===== src/design/assert_macros.svh =====
// assertion macros used by the top-level design file
// no dependencies
`ifndef ASSERT_MACROS_SVH
`define ASSERT_MACROS_SVH

// same-cycle implication, checked out of reset
`define KRH_ASSERT_IMP(lbl, clk, rstn, ante, cons) \
    lbl: assert property (@(posedge clk) disable iff (!rstn) (ante) |-> (cons)) \
        else $error("implication check failed");

// next-cycle implication, checked out of reset
`define KRH_ASSERT_NXT(lbl, clk, rstn, ante, cons) \
    lbl: assert property (@(posedge clk) disable iff (!rstn) (ante) |=> (cons)) \
        else $error("next-cycle check failed");

`endif


===== src/design/krh_pkg.sv =====
// types, constants and the base decoder of the k-mer rolling hash
// no dependencies
package krh_pkg;

    localparam int MAX_KMER = 16;
    localparam int HASH_W   = 32;
    localparam int KMER_W   = 5;
    localparam int FMT_W    = 2;
    localparam int SKIP_W   = 2;
    localparam int CHAR_W   = 8;
    localparam int CFG_IDX_W  = 1;
    localparam int CFG_DATA_W = 5;

    localparam logic [CFG_IDX_W-1:0] REG_KMER_LENGTH = 1'd0;
    localparam logic [CFG_IDX_W-1:0] REG_FILE_FORMAT = 1'd1;

    localparam logic [FMT_W-1:0] FMT_RAW   = 2'd0;
    localparam logic [FMT_W-1:0] FMT_FASTA = 2'd1;
    localparam logic [FMT_W-1:0] FMT_FASTQ = 2'd2;

    localparam logic [KMER_W-1:0] KMER_RESET = 5'd6;
    localparam logic [KMER_W-1:0] KMER_MAX   = 5'(MAX_KMER);
    localparam logic [KMER_W-1:0] KMER_MIN   = 5'd1;

    localparam logic [CHAR_W-1:0] CH_NUL     = 8'h00;
    localparam logic [CHAR_W-1:0] CH_NEWLINE = 8'h0A;
    localparam logic [CHAR_W-1:0] CH_HEADER  = 8'h3E;  // '>'
    localparam logic [CHAR_W-1:0] CH_AT      = 8'h40;  // '@'
    localparam logic [CHAR_W-1:0] CH_PLUS    = 8'h2B;  // '+'

    localparam logic [SKIP_W-1:0] SKIP_ONE = 2'd1;
    localparam logic [SKIP_W-1:0] SKIP_TWO = 2'd2;

    typedef struct packed {
        logic [HASH_W-1:0] hash;
        logic [KMER_W-1:0] count;
        logic [SKIP_W-1:0] skip;
    } t_state;

    typedef struct packed {
        logic              hash_valid;
        logic [HASH_W-1:0] kmer_hash;
        logic              end_of_sequence;
    } t_result;

    typedef struct packed {
        logic       is_base;
        logic [1:0] code;
    } t_base;

    function automatic t_base decode_base(input logic [CHAR_W-1:0] c);
        t_base b;
        b.is_base = 1'b1;
        unique case (c)
            8'h41, 8'h61:               b.code = 2'd0;
            8'h43, 8'h63:               b.code = 2'd1;
            8'h47, 8'h67:               b.code = 2'd2;
            8'h54, 8'h74, 8'h55, 8'h75: b.code = 2'd3;
            default: begin
                b.is_base = 1'b0;
                b.code    = 2'd0;
            end
        endcase
        return b;
    endfunction

endpackage


===== src/design/krh_update.sv =====
// next-state and result logic for one sequence byte
// depends on krh_pkg
module krh_update (
    input  krh_pkg::t_state                  i_state,
    input  logic [krh_pkg::CHAR_W-1:0]       i_char,
    input  logic [krh_pkg::KMER_W-1:0]       i_kmer_length,
    input  logic [krh_pkg::FMT_W-1:0]        i_file_format,
    output krh_pkg::t_state                  o_state,
    output krh_pkg::t_result                 o_result
);

    logic [krh_pkg::KMER_W-1:0] k_eff;
    logic [krh_pkg::HASH_W-1:0] mask;
    logic [krh_pkg::HASH_W-1:0] shifted;
    logic [krh_pkg::KMER_W-1:0] count_inc;
    krh_pkg::t_base             base;
    logic                       is_fasta;
    logic                       is_fastq;

    // clamp k into 1..MAX_KMER
    always_comb begin
        if (i_kmer_length < krh_pkg::KMER_MIN) begin
            k_eff = krh_pkg::KMER_MIN;
        end else if (i_kmer_length > krh_pkg::KMER_MAX) begin
            k_eff = krh_pkg::KMER_MAX;
        end else begin
            k_eff = i_kmer_length;
        end
    end

    // mask bit i set when i < 2k
    always_comb begin
        for (int i = 0; i < krh_pkg::HASH_W; i++) begin
            mask[i] = (i < 2 * int'(k_eff));
        end
    end

    assign base      = krh_pkg::decode_base(i_char);
    assign shifted   = ({i_state.hash[krh_pkg::HASH_W-3:0], base.code}) & mask;
    assign count_inc = (i_state.count < k_eff) ? i_state.count + 5'd1 : k_eff;
    assign is_fasta  = (i_file_format == krh_pkg::FMT_FASTA);
    assign is_fastq  = (i_file_format == krh_pkg::FMT_FASTQ);

    always_comb begin
        o_state                  = i_state;
        o_result.hash_valid      = 1'b0;
        o_result.kmer_hash       = '0;
        o_result.end_of_sequence = 1'b0;
        priority if (i_char == krh_pkg::CH_NUL) begin
            o_result.end_of_sequence = 1'b1;
            o_state.hash             = '0;
            o_state.count            = '0;
        end else if (i_state.skip != '0) begin
            if (i_char == krh_pkg::CH_NEWLINE) begin
                o_state.skip = i_state.skip - 2'd1;
            end
        end else if (base.is_base) begin
            o_state.hash  = shifted;
            o_state.count = count_inc;
            if (count_inc >= k_eff) begin
                o_result.hash_valid = 1'b1;
                o_result.kmer_hash  = shifted;
            end
        end else if (i_char == krh_pkg::CH_NEWLINE && (is_fasta || is_fastq)) begin
            o_state = i_state;
        end else if (i_char == krh_pkg::CH_HEADER && is_fasta) begin
            o_state.hash  = '0;
            o_state.count = '0;
            o_state.skip  = krh_pkg::SKIP_ONE;
        end else if (i_char == krh_pkg::CH_AT && is_fastq) begin
            o_state.hash  = '0;
            o_state.count = '0;
            o_state.skip  = krh_pkg::SKIP_ONE;
        end else if (i_char == krh_pkg::CH_PLUS && is_fastq) begin
            o_state.hash  = '0;
            o_state.count = '0;
            o_state.skip  = krh_pkg::SKIP_TWO;
        end else begin
            o_state.hash  = '0;
            o_state.count = '0;
        end
    end

endmodule


===== src/design/kmer_rolling_hash_top.sv =====
// Rolling 2-bit k-mer hash over a byte stream of sequence text. Each input
// beat carries one byte and yields exactly one result beat, in the next cycle,
// from a single output register; a new byte is taken every cycle while that
// register is free or being emptied, so sustained rate is one byte per cycle
// and only a stall on the output side slows the input. The user must write k
// and the file format via the config port while no beat is in flight; the block does not check.
// depends on krh_pkg, krh_update and assert_macros.svh
`include "assert_macros.svh"

module kmer_rolling_hash_top (
    input  logic                               i_clk,
    input  logic                               i_rst_n,
    input  logic                               i_cfg_we,
    input  logic [krh_pkg::CFG_IDX_W-1:0]      i_cfg_idx,
    input  logic [krh_pkg::CFG_DATA_W-1:0]     i_cfg_data,
    input  logic                               i_in_valid,
    output logic                               o_in_stall,
    input  logic [krh_pkg::CHAR_W-1:0]         i_char_byte,
    output logic                               o_out_valid,
    input  logic                               i_out_stall,
    output logic                               o_hash_valid,
    output logic [krh_pkg::HASH_W-1:0]         o_kmer_hash,
    output logic                               o_end_of_sequence
);

    logic [krh_pkg::KMER_W-1:0] r_kmer_length;
    logic [krh_pkg::FMT_W-1:0]  r_file_format;
    logic [krh_pkg::FMT_W-1:0]  fmt_eff;
    krh_pkg::t_state            r_state;
    krh_pkg::t_state            n_state;
    krh_pkg::t_result           r_result;
    krh_pkg::t_result           n_result;
    logic                       r_out_valid;
    logic                       in_accept;

    assign o_in_stall = r_out_valid && i_out_stall;
    assign in_accept  = i_in_valid && !o_in_stall;

    // unused format code runs as raw
    assign fmt_eff = (r_file_format == krh_pkg::FMT_FASTA ||
                      r_file_format == krh_pkg::FMT_FASTQ) ? r_file_format
                                                          : krh_pkg::FMT_RAW;

    always_ff @(posedge i_clk) begin
        if (!i_rst_n) begin
            r_kmer_length <= krh_pkg::KMER_RESET;
            r_file_format <= krh_pkg::FMT_RAW;
        end else if (i_cfg_we) begin
            if (i_cfg_idx == krh_pkg::REG_KMER_LENGTH) begin
                r_kmer_length <= i_cfg_data;
            end else if (i_cfg_idx == krh_pkg::REG_FILE_FORMAT) begin
                r_file_format <= i_cfg_data[krh_pkg::FMT_W-1:0];
            end
        end
    end

    krh_update u_update (
        .i_state       (r_state),
        .i_char        (i_char_byte),
        .i_kmer_length (r_kmer_length),
        .i_file_format (fmt_eff),
        .o_state       (n_state),
        .o_result      (n_result)
    );

    always_ff @(posedge i_clk) begin
        if (!i_rst_n) begin
            r_state     <= '0;
            r_out_valid <= 1'b0;
        end else begin
            if (in_accept) begin
                r_state     <= n_state;
                r_out_valid <= 1'b1;
            end else if (!i_out_stall) begin
                r_out_valid <= 1'b0;
            end
        end
    end

    // result payload, loaded on each accepted byte, while the output slot is free or being emptied
    always_ff @(posedge i_clk) begin
        if (in_accept) begin
            r_result <= n_result;
        end
    end

    assign o_out_valid       = r_out_valid;
    assign o_hash_valid      = r_result.hash_valid;
    assign o_kmer_hash       = r_result.kmer_hash;
    assign o_end_of_sequence = r_result.end_of_sequence;

    `KRH_ASSERT_IMP(a_hash_zero_unless_valid, i_clk, i_rst_n, o_out_valid && !o_hash_valid, o_kmer_hash == '0)
    `KRH_ASSERT_IMP(a_eos_excludes_hash, i_clk, i_rst_n, o_out_valid && o_end_of_sequence, !o_hash_valid)
    `KRH_ASSERT_IMP(a_count_bounded, i_clk, i_rst_n, 1'b1, r_state.count <= krh_pkg::KMER_MAX)
    `KRH_ASSERT_NXT(a_accept_gives_beat, i_clk, i_rst_n, in_accept, o_out_valid)
    `KRH_ASSERT_NXT(a_nul_clears_count, i_clk, i_rst_n, in_accept && i_char_byte == krh_pkg::CH_NUL, r_state.count == '0 && o_end_of_sequence)

endmodule


===== config.mk =====
export PLATFORM = sky130hd
export DESIGN_NAME = kmer_rolling_hash_top
export DESIGN_NICKNAME = d
export VERILOG_FILES = /design/src/design/krh_pkg.sv /design/src/design/krh_update.sv /design/src/design/kmer_rolling_hash_top.sv
export VERILOG_INCLUDE_DIRS = /design/src /design/src/design
export SDC_FILE = /design/constraint.sdc
export NUM_CORES = 1
export LEC_CHECK = 0
export ABC_AREA = 1
export BUFFER_PORTS_ARGS = -buffer_cell sky130_fd_sc_hd__buf_4
export CORE_AREA = 2 2 93 95
export CTS_BUF_LIST = sky130_fd_sc_hd__clkbuf_4
export CTS_CLUSTER_DIAMETER = 60
export CTS_CLUSTER_SIZE = 28
export DETAILED_ROUTE_END_ITERATION = 8
export DIE_AREA = 0 0 95 97
export GPL_TIMING_DRIVEN = 0
export PLACE_DENSITY = 0.94
export SLEW_MARGIN = 20
export SYNTH_ARGS = -nofsm -noshare
export SYNTH_HDL_FRONTEND = slang
export SYNTH_HIERARCHICAL = 1
export SYNTH_SLANG_ARGS = --single-unit

===== constraint.sdc =====
create_clock -name i_clk -period 4.95 [get_ports i_clk]
set_input_delay 0.99 -clock i_clk [delete_from_list [all_inputs] [get_ports i_clk]]
set_output_delay 0.99 -clock i_clk [all_outputs]
set_load 0.02 [all_outputs]

Word level (Yosys, flattened, before mapping)
Cells that the tools add are included.
{"block": "op_classes", "n_addsub": 2, "n_lt_le_gt_ge": 36, "n_eq_ne": 24, "n_mux": 20, "n_bitwise": 5, "n_reduce_logical": 22}
{"operator": "$mux 35", "n": 3}
{"operator": "$lt 5x6->1 const A", "n": 16}
{"operator": "$eq 8x7->1 const B", "n": 11}
{"operator": "$lt 4x6->1 const A", "n": 8}
{"operator": "$mux 37", "n": 1}
{"operator": "$mux 33", "n": 1}
{"operator": "$and 32x32->32", "n": 1}
{"operator": "$lt 3x6->1 const A", "n": 4}
{"operator": "$eq 8x6->1 const B", "n": 2}
{"operator": "$mux 5", "n": 3}
{"operator": "$mux 2", "n": 7}
{"operator": "$lt 1x6->1 const A", "n": 2}
{"operator": "$lt 2x6->1 const A", "n": 2}
{"operator": "$reduce_or 10->1", "n": 1}
{"operator": "$eq 8x4->1 const B", "n": 1}
{"operator": "$logic_not 8->1", "n": 1}
{"operator": "$reduce_or 4->1", "n": 2}
{"operator": "$logic_and 1x1->1", "n": 6}
{"operator": "$ne 2x1->1 const B", "n": 3}
{"operator": "$pmux 2 s3", "n": 1}
{"operator": "$reduce_and 6->1", "n": 1}
{"operator": "$add 5x1->5 const B", "n": 1}
{"operator": "$ge 5x5->1", "n": 1}
{"operator": "$gt 5x5->1 const B", "n": 1}
{"operator": "17 further kinds", "n": 29}
{"block": "totals", "register_bits": 79, "in_bits": 19, "output_inout_bits": 36, "elab_cells": 118}

Longest topological paths before layout
{"block": "depth", "ltp_word": 12, "depth_mapped": 21, "mapped_depth_nobuf": 19}

Cells and area by module
The synthesis kept the hierarchy.
{"mod": "kmer_rolling_hash_top", "n_inst": 1, "cells_each": 336, "area_each_um2": 3134.3, "seq_area_each_um2": 1961.9}
{"mod": "krh_update", "n_inst": 1, "cells_each": 431, "area_each_um2": 2019.4, "seq_area_each_um2": 0.0}

Worst setup path after synthesis
OpenSTA, ideal clock, no wires.
{"block": "synth_path", "path_type": "input port to flip-flop", "startpoint": "input port i_out_stall", "endpoint": "register r_result, in the netlist o_end_of_sequence (enable)", "setup_ns": 0.425, "arrival_time_ns": 2.877, "t_required_ns": 4.525, "path_slack_ns": 1.648, "cell_stages": 4, "path_buffers": 1, "cell_sequence": "nand2_2 buf_4 inv_1 nor2_1"}
{"block": "synth_between", "elab_chain_len": 3}
{"item": "from (decl)", "line_no": "kmer_rolling_hash_top.sv:20", "text": "input logic i_out_stall,"}
{"item": "$logic_and 1x1->1", "line_no": "kmer_rolling_hash_top.sv:36", "text": "assign o_in_stall = r_out_valid && i_out_stall;"}
{"item": "named net o_in_stall", "line_no": "kmer_rolling_hash_top.sv:17", "text": "output logic o_in_stall,"}
{"item": "$logic_not 1->1", "line_no": "kmer_rolling_hash_top.sv:37", "text": "assign in_accept = i_in_valid && !o_in_stall;"}
{"item": "$logic_and 1x1->1", "line_no": "kmer_rolling_hash_top.sv:37"}
{"item": "named net in_accept", "line_no": "kmer_rolling_hash_top.sv:34", "text": "logic in_accept;"}
{"item": "to (signal assigned)", "line_no": "kmer_rolling_hash_top.sv:83", "text": "r_result <= n_result;"}
{"item": "to (decl)", "line_no": "kmer_rolling_hash_top.sv:31", "text": "krh_pkg::t_result r_result;"}
The timed path passes the listed nets, and every way through them passes these cells.
A chain may end at the register's enable or synchronous reset.

Worst setup path after layout
{"block": "layout_path", "startpoint": "register r_kmer_length[4] in the netlist's numbering", "endpoint": "register r_result, in the netlist o_kmer_hash[2], data pin"}
{"block": "layout_between", "elab_chain_len": 8, "elab_cells_between_ends": 11, "classes_between": "order compare (5); mux (3); bitwise (2); reduce/logical (1)"}
{"item": "from (decl)", "line_no": "kmer_rolling_hash_top.sv:26", "text": "logic [krh_pkg::KMER_W-1:0] r_kmer_length;"}
{"item": "from (signal assigned)", "line_no": "kmer_rolling_hash_top.sv:46", "text": "r_kmer_length <= krh_pkg::KMER_RESET;"}
{"item": "from (signal assigned)", "line_no": "kmer_rolling_hash_top.sv:50", "text": "r_kmer_length <= i_cfg_data;"}
{"item": "$gt 5x5->1", "line_no": "krh_update.sv:24", "text": "end else if (i_kmer_length > krh_pkg::KMER_MAX) begin"}
{"item": "$mux 5", "line_no": "krh_update.sv:24"}
{"item": "$mux 5 (*)", "line_no": "krh_update.sv:22", "text": "if (i_kmer_length < krh_pkg::KMER_MIN) begin"}
{"item": "$lt 5x5->1", "line_no": "krh_update.sv:40", "text": "assign count_inc = (i_state.count < k_eff) ? i_state.count + 5'd1 : k_eff;"}
{"item": "$mux 5", "line_no": "krh_update.sv:40"}
{"item": "$ge 5x5->1", "line_no": "krh_update.sv:60", "text": "if (count_inc >= k_eff) begin"}
{"item": "$not 1->1 (no source line)"}
{"item": "$reduce_or 4->1 (no source line)"}
Mark *: on every way between the ends. The rest lies on a longest branch, timed or not.

==> flow_metrics.tcl <==
set metrics [dict create \
    n_antenna_cell 0 \
    setup.worst_path.class "flop to flop" \
    cp_max_fo 11 \
    power.internal_mw 1.03 \
    slew_violations 0 \
    finalWeightedCongestion 0.991 \
    combPwrFrac_pct 25.8 \
    drt_iter0_markers 758 \
    pwr-share-clk_pct 26.2 \
    regToRegEndpoint "o_kmer_hash[2]" \
    grt_util_met1_pct 42.1 \
    die_y_um 97 \
    worstRegToRegCells 19 \
    clock_sinks 79 \
    dp_cells 905 \
    ys_warn_count 6 \
    p_per_area_mw_per_mm2 273 \
    syn_nets 779 \
    postRouteAntennaNets 0 \
    pin_count 55 \
    finalNonFillerCells 921 \
    area_delta_synth_final_pct 13.9 \
    tightest_slew_ps 599 \
    end_kind "flop" \
    hp-start "r_file_format[0]" \
    hold_violations 0 \
    fp-row-count 33 \
    syn_inst 747 \
    place_area_mm2 0.00559 \
    grt-busiest-layer "met2" \
    switching_share_pct 34.3 \
    grt_pass1_vias 5101 \
    drc_errors 0 \
    clock_latency_ps 430 \
    vias 5395 \
    path_clk_slew_ps 140 \
    wl_per_cell_um 15.9 \
    fin_skew_ps 21.3 \
    setup_tns_ps 0 \
    seqPwrFrac_pct 48.0 \
    avgSynthCellArea_um2 6.74 \
    crit_required_ps 5150 \
    max_cap_violations 0 \
    final_area_mm2 0.00573 \
    finalSetupViolations 0 \
    hold_ws_ps 497 \
    peakVddDrop_v 0.000149 \
    core_area_mm2 0.00813 \
    initial_utilization_pct 61.9 \
    die_w_um 95 \
    cts_setup_buffers 0 \
    cts.hold.buffers_added 0 \
    rsz0062_at_grt "no" \
    finalPower_mw 1.57 \
    hp-class "flop to flop" \
    dpl.hpwl_mm 10.7 \
    fmax_ghz 0.263 \
    regToRegSetupSlack_ps 1140 \
    io_buffers 52 \
    min_to "r_file_format[0]" \
    drt_wl_total_mm 14.7 \
    outcome "finished clean" \
    leakage_nw 2.67 \
    grt_pass1_wl_mm 24.3 \
    critPathLaunchType "flop" \
    clock-root-buffer "clkbuf_4" \
    fillers 672 \
    overflow 0 \
    fin_crit_sh_pct 76.9 \
    dp_slack_ps 1290 \
    dr.pass1.iters 8 \
    hold_depth 2 \
    antenna_found_initial 0 \
    grt_usage_pct 33.1 \
    drive_gt1_share_pct 16.1 \
    nets 843 \
    numCtsBuffers 9 \
    p_sw_mw 0.537 \
    grtUsageMet3_pct 6.23 \
    via_per_inst 5.86 \
    max-slew-margin-rel_pct 60.1 \
    utilization_pct 70.5 \
    crit-reg2reg-launch "r_kmer_length[4]" \
    design.die.area_mm2 0.00922 \
    grt_max_degree 23 \
    syn_area_mm2 0.00504 \
    finalCriticalPeriod_ps 3810 \
    cp.arrival_ps 4000 \
    clockBufferDepth 2 \
    worst_slack_ps 1140 \
    grtUsageMet2_pct 53.4 \
    h-tree-depth 3 \
    cts_tree "yes" \
    cts_resized 0 \
]
## worst max-delay path: stages (launching register included)
cell	delay, ps
dfxtp_1	590
inv_2	70
buf_2	200
a21oi_1	230
nor2_1	120
inv_1	90
ha_1	240
a21oi_1	170
o21a_1	260
nand2_1	190
nand2_1	110
nand2_1	60
ha_1	300
nand2_1	70
inv_1	30
o21ai_0	140
nand4_1	180
nand2_4	200
buf_4	220
nor2_1	80
## power groups by stage
stage               combinational [mW]  clock [mW]  sequential [mW]
floorplan                        0.264           0            0.775
global placement                 0.370           0            0.764
global route                     0.449       0.433            0.756
detailed placement               0.392           0            0.765
finish                           0.404       0.409            0.752
CTS                              0.395       0.409            0.751
## layout make-up
type / instances / area [um2] / area share (%)
buffer: 37 / 220 / 3.84
clock buffer: 11 / 82.6 / 1.44
clock inverter: 5 / 58.8 / 1.03
inverter: 119 / 449 / 7.83
multi-input combinational: 512 / 2450 / 42.8
sequential: 79 / 1920 / 33.5
tap: 105 / 131 / 2.29
timing repair buffer: 53 / 418 / 7.29
## cell usage in the layout (no fill, tap or decap), types with 2 or more instances in the layout
| cell type | n |
|---|---|
| xor2_1 | 3 |
| nand3_1 | 93 |
| buf_6 | 3 |
| ha_1 | 13 |
| o21ai_0 | 33 |
| clkinvlp_4 | 2 |
| buf_4 | 55 |
| buf_2 | 25 |
| nand4_1 | 8 |
| a21oi_2 | 12 |
| nor3_1 | 5 |
| nand2_1 | 132 |
| nor2_4 | 2 |
| nand3b_1 | 3 |
| nor3_2 | 3 |
| inv_2 | 5 |
| nand2_2 | 3 |
| nor2_1 | 141 |
| clkbuf_1 | 5 |
| a31oi_1 | 5 |
| dfxtp_1 | 45 |
| clkbuf_4 | 11 |
| inv_1 | 112 |
| a21oi_1 | 49 |
| nand2_4 | 2 |
| edfxtp_1 | 34 |
## worst max-delay path by stage
stage / slack (ps) / end / startpoint / cells after the start
after floorplan: 1650 / o_end_of_sequence / i_out_stall / 4
after global placement: 1000 / o_kmer_hash[3] / i_out_stall / 5
after detailed placement: 1290 / o_kmer_hash[2] / r_kmer_length[4] / 19
after CTS: 1260 / o_kmer_hash[30] / r_kmer_length[4] / 19
after global routing: 970 / o_kmer_hash[31] / r_kmer_length[4] / 19
final: 1140 / o_kmer_hash[2] / r_kmer_length[4] / 19
## registers in the layout, indices dropped and copies added (netlist names)
name,cells
o_hash_valid,1
r_state,37
o_kmer_hash,32
r_kmer_length,5
o_end_of_sequence,1
r_file_format,2
o_out_valid,1
## per-layer routing
layer | vias up | share of wire [%] | routed length (um)
li1 | 2504 | - | -
met1 | 2424 | 38 | 5530
met2 | 390 | 47 | 6840
met3 | 77 | 11 | 1640
met4 | 0 | 4.4 | 638
met5 | - | 0 | 0
Note: power is estimated with default switching activity, not from simulation.
